$ cat config.mk
export PLATFORM = sky130hd
export DESIGN_NAME = sit_orient
export DESIGN_NICKNAME = d
export VERILOG_FILES = /design/src/hw/rtl/sit_pkg.sv /design/src/hw/rtl/sit_orient.sv
export SDC_FILE = /design/constraint.sdc
export NUM_CORES = 2
export LEC_CHECK = 0
export ABC_CLOCK_PERIOD_IN_PS = 8900
export BUFFER_PORTS_ARGS = -buffer_cell sky130_fd_sc_hd__buf_4
export CORE_MARGIN = 2
export CORE_UTILIZATION = 43
export CTS_BUF_LIST = sky130_fd_sc_hd__clkbuf_4 sky130_fd_sc_hd__clkbuf_8
export DETAILED_ROUTE_END_ITERATION = 8
export PLACE_DENSITY_LB_ADDON = 0.12
export SETUP_SLACK_MARGIN = 0.4
export SYNTH_ARGS = -nofsm -noshare
export SYNTH_HDL_FRONTEND = slang
export SYNTH_SLANG_ARGS = --single-unit
$ cat constraint.sdc
create_clock -name i_clk -period 8.9 [get_ports i_clk]
set_clock_uncertainty 0.2 [all_clocks]
set_input_delay 0 -clock i_clk [delete_from_list [all_inputs] [get_ports i_clk]]
set_output_delay 0 -clock i_clk [all_outputs]
set_load 0.005 [all_outputs]
$ cat src/hw/rtl/sit_pkg.sv
// shared types and constants for the segment intersection test
// no dependencies
package sit_pkg;

    localparam int COORD_W = 16;
    localparam int DIFF_W  = COORD_W + 1;
    localparam int PROD_W  = 2 * DIFF_W;
    localparam int CROSS_W = PROD_W + 1;

    typedef logic signed [COORD_W-1:0] t_coord;

    typedef struct packed {
        t_coord x;
        t_coord y;
    } t_point;

    typedef enum logic [1:0] {
        ORIENT_COL = 2'd0,
        ORIENT_CW  = 2'd1,
        ORIENT_CCW = 2'd2
    } t_orient;

endpackage

$ cat src/hw/rtl/sit_orient.sv
// three stage orientation of a point triple: differences, products, sign of cross
// depends on sit_pkg
module sit_orient (
    input  logic             i_clk,
    input  sit_pkg::t_point  i_p,
    input  sit_pkg::t_point  i_q,
    input  sit_pkg::t_point  i_r,
    output sit_pkg::t_orient o_code
);

    logic signed [sit_pkg::DIFF_W-1:0]  r_dy1;
    logic signed [sit_pkg::DIFF_W-1:0]  r_dx2;
    logic signed [sit_pkg::DIFF_W-1:0]  r_dx1;
    logic signed [sit_pkg::DIFF_W-1:0]  r_dy2;
    logic signed [sit_pkg::PROD_W-1:0]  r_m1;
    logic signed [sit_pkg::PROD_W-1:0]  r_m2;
    logic signed [sit_pkg::CROSS_W-1:0] n_cross;
    sit_pkg::t_orient                   n_code;
    sit_pkg::t_orient                   r_code;

    // stage 1: coordinate differences
    always_ff @(posedge i_clk) begin
        r_dy1 <= sit_pkg::DIFF_W'(i_q.y) - sit_pkg::DIFF_W'(i_p.y);
        r_dx2 <= sit_pkg::DIFF_W'(i_r.x) - sit_pkg::DIFF_W'(i_q.x);
        r_dx1 <= sit_pkg::DIFF_W'(i_q.x) - sit_pkg::DIFF_W'(i_p.x);
        r_dy2 <= sit_pkg::DIFF_W'(i_r.y) - sit_pkg::DIFF_W'(i_q.y);
    end

    // stage 2: the two products
    always_ff @(posedge i_clk) begin
        r_m1 <= r_dy1 * r_dx2;
        r_m2 <= r_dx1 * r_dy2;
    end

    // stage 3: sign of the cross product
    always_comb begin
        n_cross = sit_pkg::CROSS_W'(r_m1) - sit_pkg::CROSS_W'(r_m2);
        priority if (n_cross == '0) begin
            n_code = sit_pkg::ORIENT_COL;
        end else if (n_cross[sit_pkg::CROSS_W-1] == 1'b0) begin
            n_code = sit_pkg::ORIENT_CW;
        end else begin
            n_code = sit_pkg::ORIENT_CCW;
        end
    end

    always_ff @(posedge i_clk) begin
        r_code <= n_code;
    end

    assign o_code = r_code;

endmodule

== Yosys cells after proc, flatten, opt, wreduce, memory -nomap -nowiden ==
Cells that the tools add are included.
Storage, ports and cells
  flip-flop bits (word level): 138
  input bits: 97
  output and inout bits: 2
  logic and storage cells: 16
Operators by class
  add/sub/neg operators: 5
  multipliers: 2
  multiplexer cells: 1
  reduce and logical (&&, ||, !) cells: 1
Operators with widths (number)
  17-bit by 17-bit multiplier with 34-bit output: 2
  16-bit by 16-bit subtractor with 17-bit output: 4
  35-bit zero test: 1
  34-bit by 34-bit subtractor with 35-bit output: 1
  2-bit 2-to-1 mux: 1

== Logic depth before layout (Yosys ltp) ==
  depth after elaboration: 2
  depth in mapped cells: 27
  gate-level depth less buffers: 25

== Least setup slack after synthesis ==
No wires, ideal clock.
  kind: register -> register
  start: register r_dx2[8] (netlist name)
  end: register r_m1[32] (netlist name)
  library setup time: 0.118 ns
  data arrival time: 5.850 ns
  required time: 8.582 ns
  path slack: 2.732 ns
  cell stages (with the launch flop): 24
  buffers on the path: 2
  period minus slack after synthesis: 6.168 ns
  path through: dfxtp_1 > clkbuf_1 > clkbuf_1 > nand2_1 > fa_1 > inv_1 > fa_1 > inv_1 > fa_1 > inv_1 > fa_1 > fa_1 > inv_1 > fa_1 > inv_1 > ha_1 > nand3_1 > o311a_1 > o31ai_1 > o211ai_1 > a31oi_1 > a21o_1 > a21oi_1 > xnor2_1
On the way
  longest elaborated chain between the ends: 1
Ends and longest elaborated chain
  start: declaration: RTL line sit_orient.sv:12  | logic signed [sit_pkg::DIFF_W-1:0] r_dx2;
  start signal: assignment: RTL line sit_orient.sv:24  | r_dx2 <= sit_pkg::DIFF_W'(i_r.x) - sit_pkg::DIFF_W'(i_q.x);
  17-bit by 17-bit multiplier with 34-bit output: RTL line sit_orient.sv:31  | r_m1 <= r_dy1 * r_dx2;
  end signal: assignment: RTL line sit_orient.sv:31
  end: declaration: RTL line sit_orient.sv:15  | logic signed [sit_pkg::PROD_W-1:0] r_m1;
No other way between the ends.
A chain may end at the register's enable or synchronous reset.

== Final worst setup path ==
  start: register r_dy2[2] (netlist name)
  end: register r_m2[32] (netlist name)
On the way
  longest elaborated chain between the ends: 1
Ends and longest elaborated chain
  start: declaration: RTL line sit_orient.sv:14  | logic signed [sit_pkg::DIFF_W-1:0] r_dy2;
  start signal: assignment: RTL line sit_orient.sv:26  | r_dy2 <= sit_pkg::DIFF_W'(i_r.y) - sit_pkg::DIFF_W'(i_q.y);
  17-bit by 17-bit multiplier with 34-bit output: RTL line sit_orient.sv:32  | r_m2 <= r_dx1 * r_dy2;
  end signal: assignment: RTL line sit_orient.sv:32
  end: declaration: RTL line sit_orient.sv:16  | logic signed [sit_pkg::PROD_W-1:0] r_m2;
No other way between the ends.

==> results.json <==
{
  "crit_buf_inv": 3,
  "tritoncts": "done",
  "die_area_um2": 69800,
  "syn_area_um2": 29100,
  "synth_seq_cells": 138,
  "report.final.setup_viol": 0,
  "seq_area_um2": 2760,
  "core-area_um2": 67200,
  "period_needed_ns": 7.08,
  "largest_net_degree_at_the_start_of_global_routing": 18,
  "critPathKind": "reg2reg",
  "crit_path_end_kind": "register",
  "multiInputGateArea_um2": 23200,
  "grt_antenna_before_repair": 2,
  "finish.net_count": 4400,
  "clk_root_buffer_cell": "sky130_fd_sc_hd__clkbuf_8",
  "timing.final.max_slew_violations": 0,
  "die_x_um": 264,
  "synth_warnings": 0,
  "run_status": "completed",
  "detailedRoute.firstIterationViolations": 1020,
  "path_cells": "nand2_1 > fa_1 > fa_1 > fa_1 > inv_1 > fa_1 > fa_1 > inv_1 > fa_1 > inv_1 > ha_1 > o21a_1 > o21ai_0 > nand2b_1 > a21oi_1 > nor3_1 > o21ai_0 > a21boi_0 > a31oi_1 > o21bai_1 > a21oi_1 > xnor2_1",
  "gr_util_all_layers_pct": 23.3,
  "overflow_after_grt": 0,
  "clkSlewWorstSetupHoldPaths_ns": 0.12,
  "rows": 95,
  "grt_pass1_vias": 24090,
  "final-hold-violation-count": 0,
  "synth-edff-count": 0,
  "cts_max_level": 4,
  "max-cap-violations": 0,
  "cp_top_family": "adder cells",
  "timing.critical_path.mode_cell": "sky130_fd_sc_hd__fa_1",
  "detailroute.via_count": 22038,
  "boundaryPins": 99,
  "cp_data_required_time_ns": 9.09,
  "path_max_fanout": 17,
  "io_buffers": 98,
  "worst_case_headroom_to_the_max_slew_limit_pct": 25.0,
  "maxClockFrequency_mhz": 141,
  "route.detailed.drc": 0,
  "final_layout_size_suffix_gt1_share_pct": 4.55,
  "routabilityCongestion": 0.872,
  "post_synthesis_async_set_or_reset_flop_share_pct": 0,
  "worst-endpoint-arrival_ns": 7.27,
  "netlist_instances": 3225,
  "startpoint_type": "register",
  "fillers": 6355,
  "totalNegativeSetupSlack_ns": 0,
  "worstMarginPinSlew_ns": 1.11,
  "place.detailed.hpwl_um": 63700,
  "ys_types": 68,
  "critical-path-slowest-cell": "sky130_fd_sc_hd__dfxtp_1",
  "viasPerCell": 5.09,
  "post-route-period-util_pct": 79.5,
  "synth_ff_type": "sky130_fd_sc_hd__dfxtp_1",
  "die_h_um": 264,
  "synth.yosys.seq_area_share_pct": 9.48,
  "areaGrowthSynthToFinish_pct": 12.9,
  "sink_count_of_the_clock_tree": 138,
  "initial_core_util_pct": 43.4,
  "grt_setup_unrepaired": "no",
  "antenna_violating_nets_post_route": 0,
  "mappedNetlistNets": 4187,
  "post_synth.cell_area_avg_um2": 9.03,
  "rrSetupSlack_ns": 1.82,
  "finalWirelength_um": 77200,
  "clockBufferDepth": 2,
  "drt-pass1-iter-count": 6,
  "cts.repair.resized": 0,
  "cts_inserted_buffers": 17,
  "cp_slowest_stage_delay_ns": 0.95,
  "min-delay-path-class": "in2reg",
  "wire_per_inst_um": 17.8,
  "worst_skew_pair.late_latency_ns": 0.51,
  "grt_first_pass_wirelength_um": 128000
}
## logic make-up (layout without fill, tap and decap cells)
group,after synthesis,count (layout),share of synthesized area [%]
buffers and inverters,832,1058,10.7
AOI/OAI and AO/OA,337,337,7.64
adders and majority gates,865,865,52.5
xor gates and xnor gates,119,119,3.58
DFF,138,138,9.48
and+or+nand+nor,927,927,15.8
muxes,7,7,0.245
other,0,3,0
## path summary, 6_finish.rpt
| kind | startpoint | endpoint | cells past startpoint |
|---|---|---|---|
| min | i_p[28] | r_dx1[14] | 5 |
| max | r_dy2[2] | r_m2[32] | 22 |
| min reg2reg | r_dx1[0] | r_m2[0] | 2 |
| max reg2reg | r_dy2[2] | r_m2[32] | 22 |
## cells in the final DEF (no fill, tap or decap), drive strengths merged, types with 10 or more instances in the layout
master	instances
and3	13
or3	16
nand4	10
xor2	15
o21ai	83
and2	298
nand2b	23
dfxtp	138
o21a	17
inv	750
nand2	327
fa	597
a21o	26
ha	268
a21boi	19
clkbuf	17
a31oi	16
o21bai	18
nor2b	22
xnor2	104
a21oi	77
nor2	136
dlygate4sd3	174
nor3	28
buf	110
nand3	30
## metal layers
layer  wire length, µm  GRT usage [%]  up-vias
li1                  -              -    10212
met4              1800           5.48        2
met2             38300           40.9      537
met5                13              0        -
met1             33800           30.9    11197
met3              3180           2.68       90
## flip-flops by register name (all words and copies together), names as in the netlist
register and flops:
r_m1 34, r_dy2 17, r_dx1 17, r_m2 34, r_dx2 17, o_code 2, r_dy1 17
## metrics by stage
step | setup slack, ns | utilization [%] | hold slack (ns) | area, µm² | std cells
2_1_floorplan | 2.73 | - | -0.0198 | 29100 | 3225
4_1_cts | 1.87 | 49.0 | 0.00784 | 32900 | 4324
3_5_place_dp | 1.89 | 45.7 | 0.0856 | 30700 | 4118
6_report | 1.82 | 49.0 | 0.0318 | 32900 | 4327
3_3_place_gp | 2.04 | 45.7 | 0.0884 | 30700 | 4118
5_1_grt | 1.48 | 49.0 | 0.0686 | 32900 | 4324
## Yosys cell counts (all sizes together), types with 18 or more instances
| library cell | n | share of area [%] |
|---|---|---|
| a21oi | 77 | 1.3 |
| inv | 741 | 9.5 |
| nor2 | 136 | 1.8 |
| o21ai | 83 | 1.4 |
| nor2b | 22 | 0.47 |
| nand2 | 327 | 4.2 |
| fa | 597 | 41 |
| ha | 268 | 12 |
| xnor2 | 104 | 3.1 |
| a21o | 26 | 0.67 |
| clkbuf | 86 | 1.1 |
| and2 | 298 | 6.4 |
| dfxtp | 138 | 9.5 |
| nor3 | 28 | 0.48 |
| nand2b | 23 | 0.49 |
| a21boi | 19 | 0.49 |
| o21bai | 18 | 0.46 |
| nand3 | 30 | 0.52 |
## what timing repair did
item                                   CTS  global route
setup buffers                            0             0
hold buffers                           174             0
endpoints found under the hold margin   68             0
## area by class of cell
cell class | instances | share of cell area (%)
timing repair buffer | 284 | 7.81
antenna | 3 | 0.0228
clock buffer | 17 | 0.712
clock inverter | 15 | 0.597
tap | 873 | 3.32
multi-input combinational | 2255 | 70.7
sequential | 138 | 8.40
inverter | 742 | 8.47
## worst register-to-register path, cell delays in order (launching register included)
cell and delay [ns]:
sky130_fd_sc_hd__dfxtp_1 0.95, sky130_fd_sc_hd__nand2_1 0.19, sky130_fd_sc_hd__fa_1 0.54, sky130_fd_sc_hd__fa_1 0.52, sky130_fd_sc_hd__fa_1 0.51, sky130_fd_sc_hd__inv_1 0.06
sky130_fd_sc_hd__fa_1 0.48, sky130_fd_sc_hd__fa_1 0.50, sky130_fd_sc_hd__inv_1 0.05, sky130_fd_sc_hd__fa_1 0.48, sky130_fd_sc_hd__inv_1 0.05, sky130_fd_sc_hd__ha_1 0.39
sky130_fd_sc_hd__o21a_1 0.15, sky130_fd_sc_hd__o21ai_0 0.08, sky130_fd_sc_hd__nand2b_1 0.10, sky130_fd_sc_hd__a21oi_1 0.09, sky130_fd_sc_hd__nor3_1 0.14, sky130_fd_sc_hd__o21ai_0 0.18
sky130_fd_sc_hd__a21boi_0 0.61, sky130_fd_sc_hd__a31oi_1 0.28, sky130_fd_sc_hd__o21bai_1 0.19, sky130_fd_sc_hd__a21oi_1 0.10, sky130_fd_sc_hd__xnor2_1 0.13
Power is not shown: default switching activity piles up to over one toggle a cycle in this logic, so the estimate is an artifact.
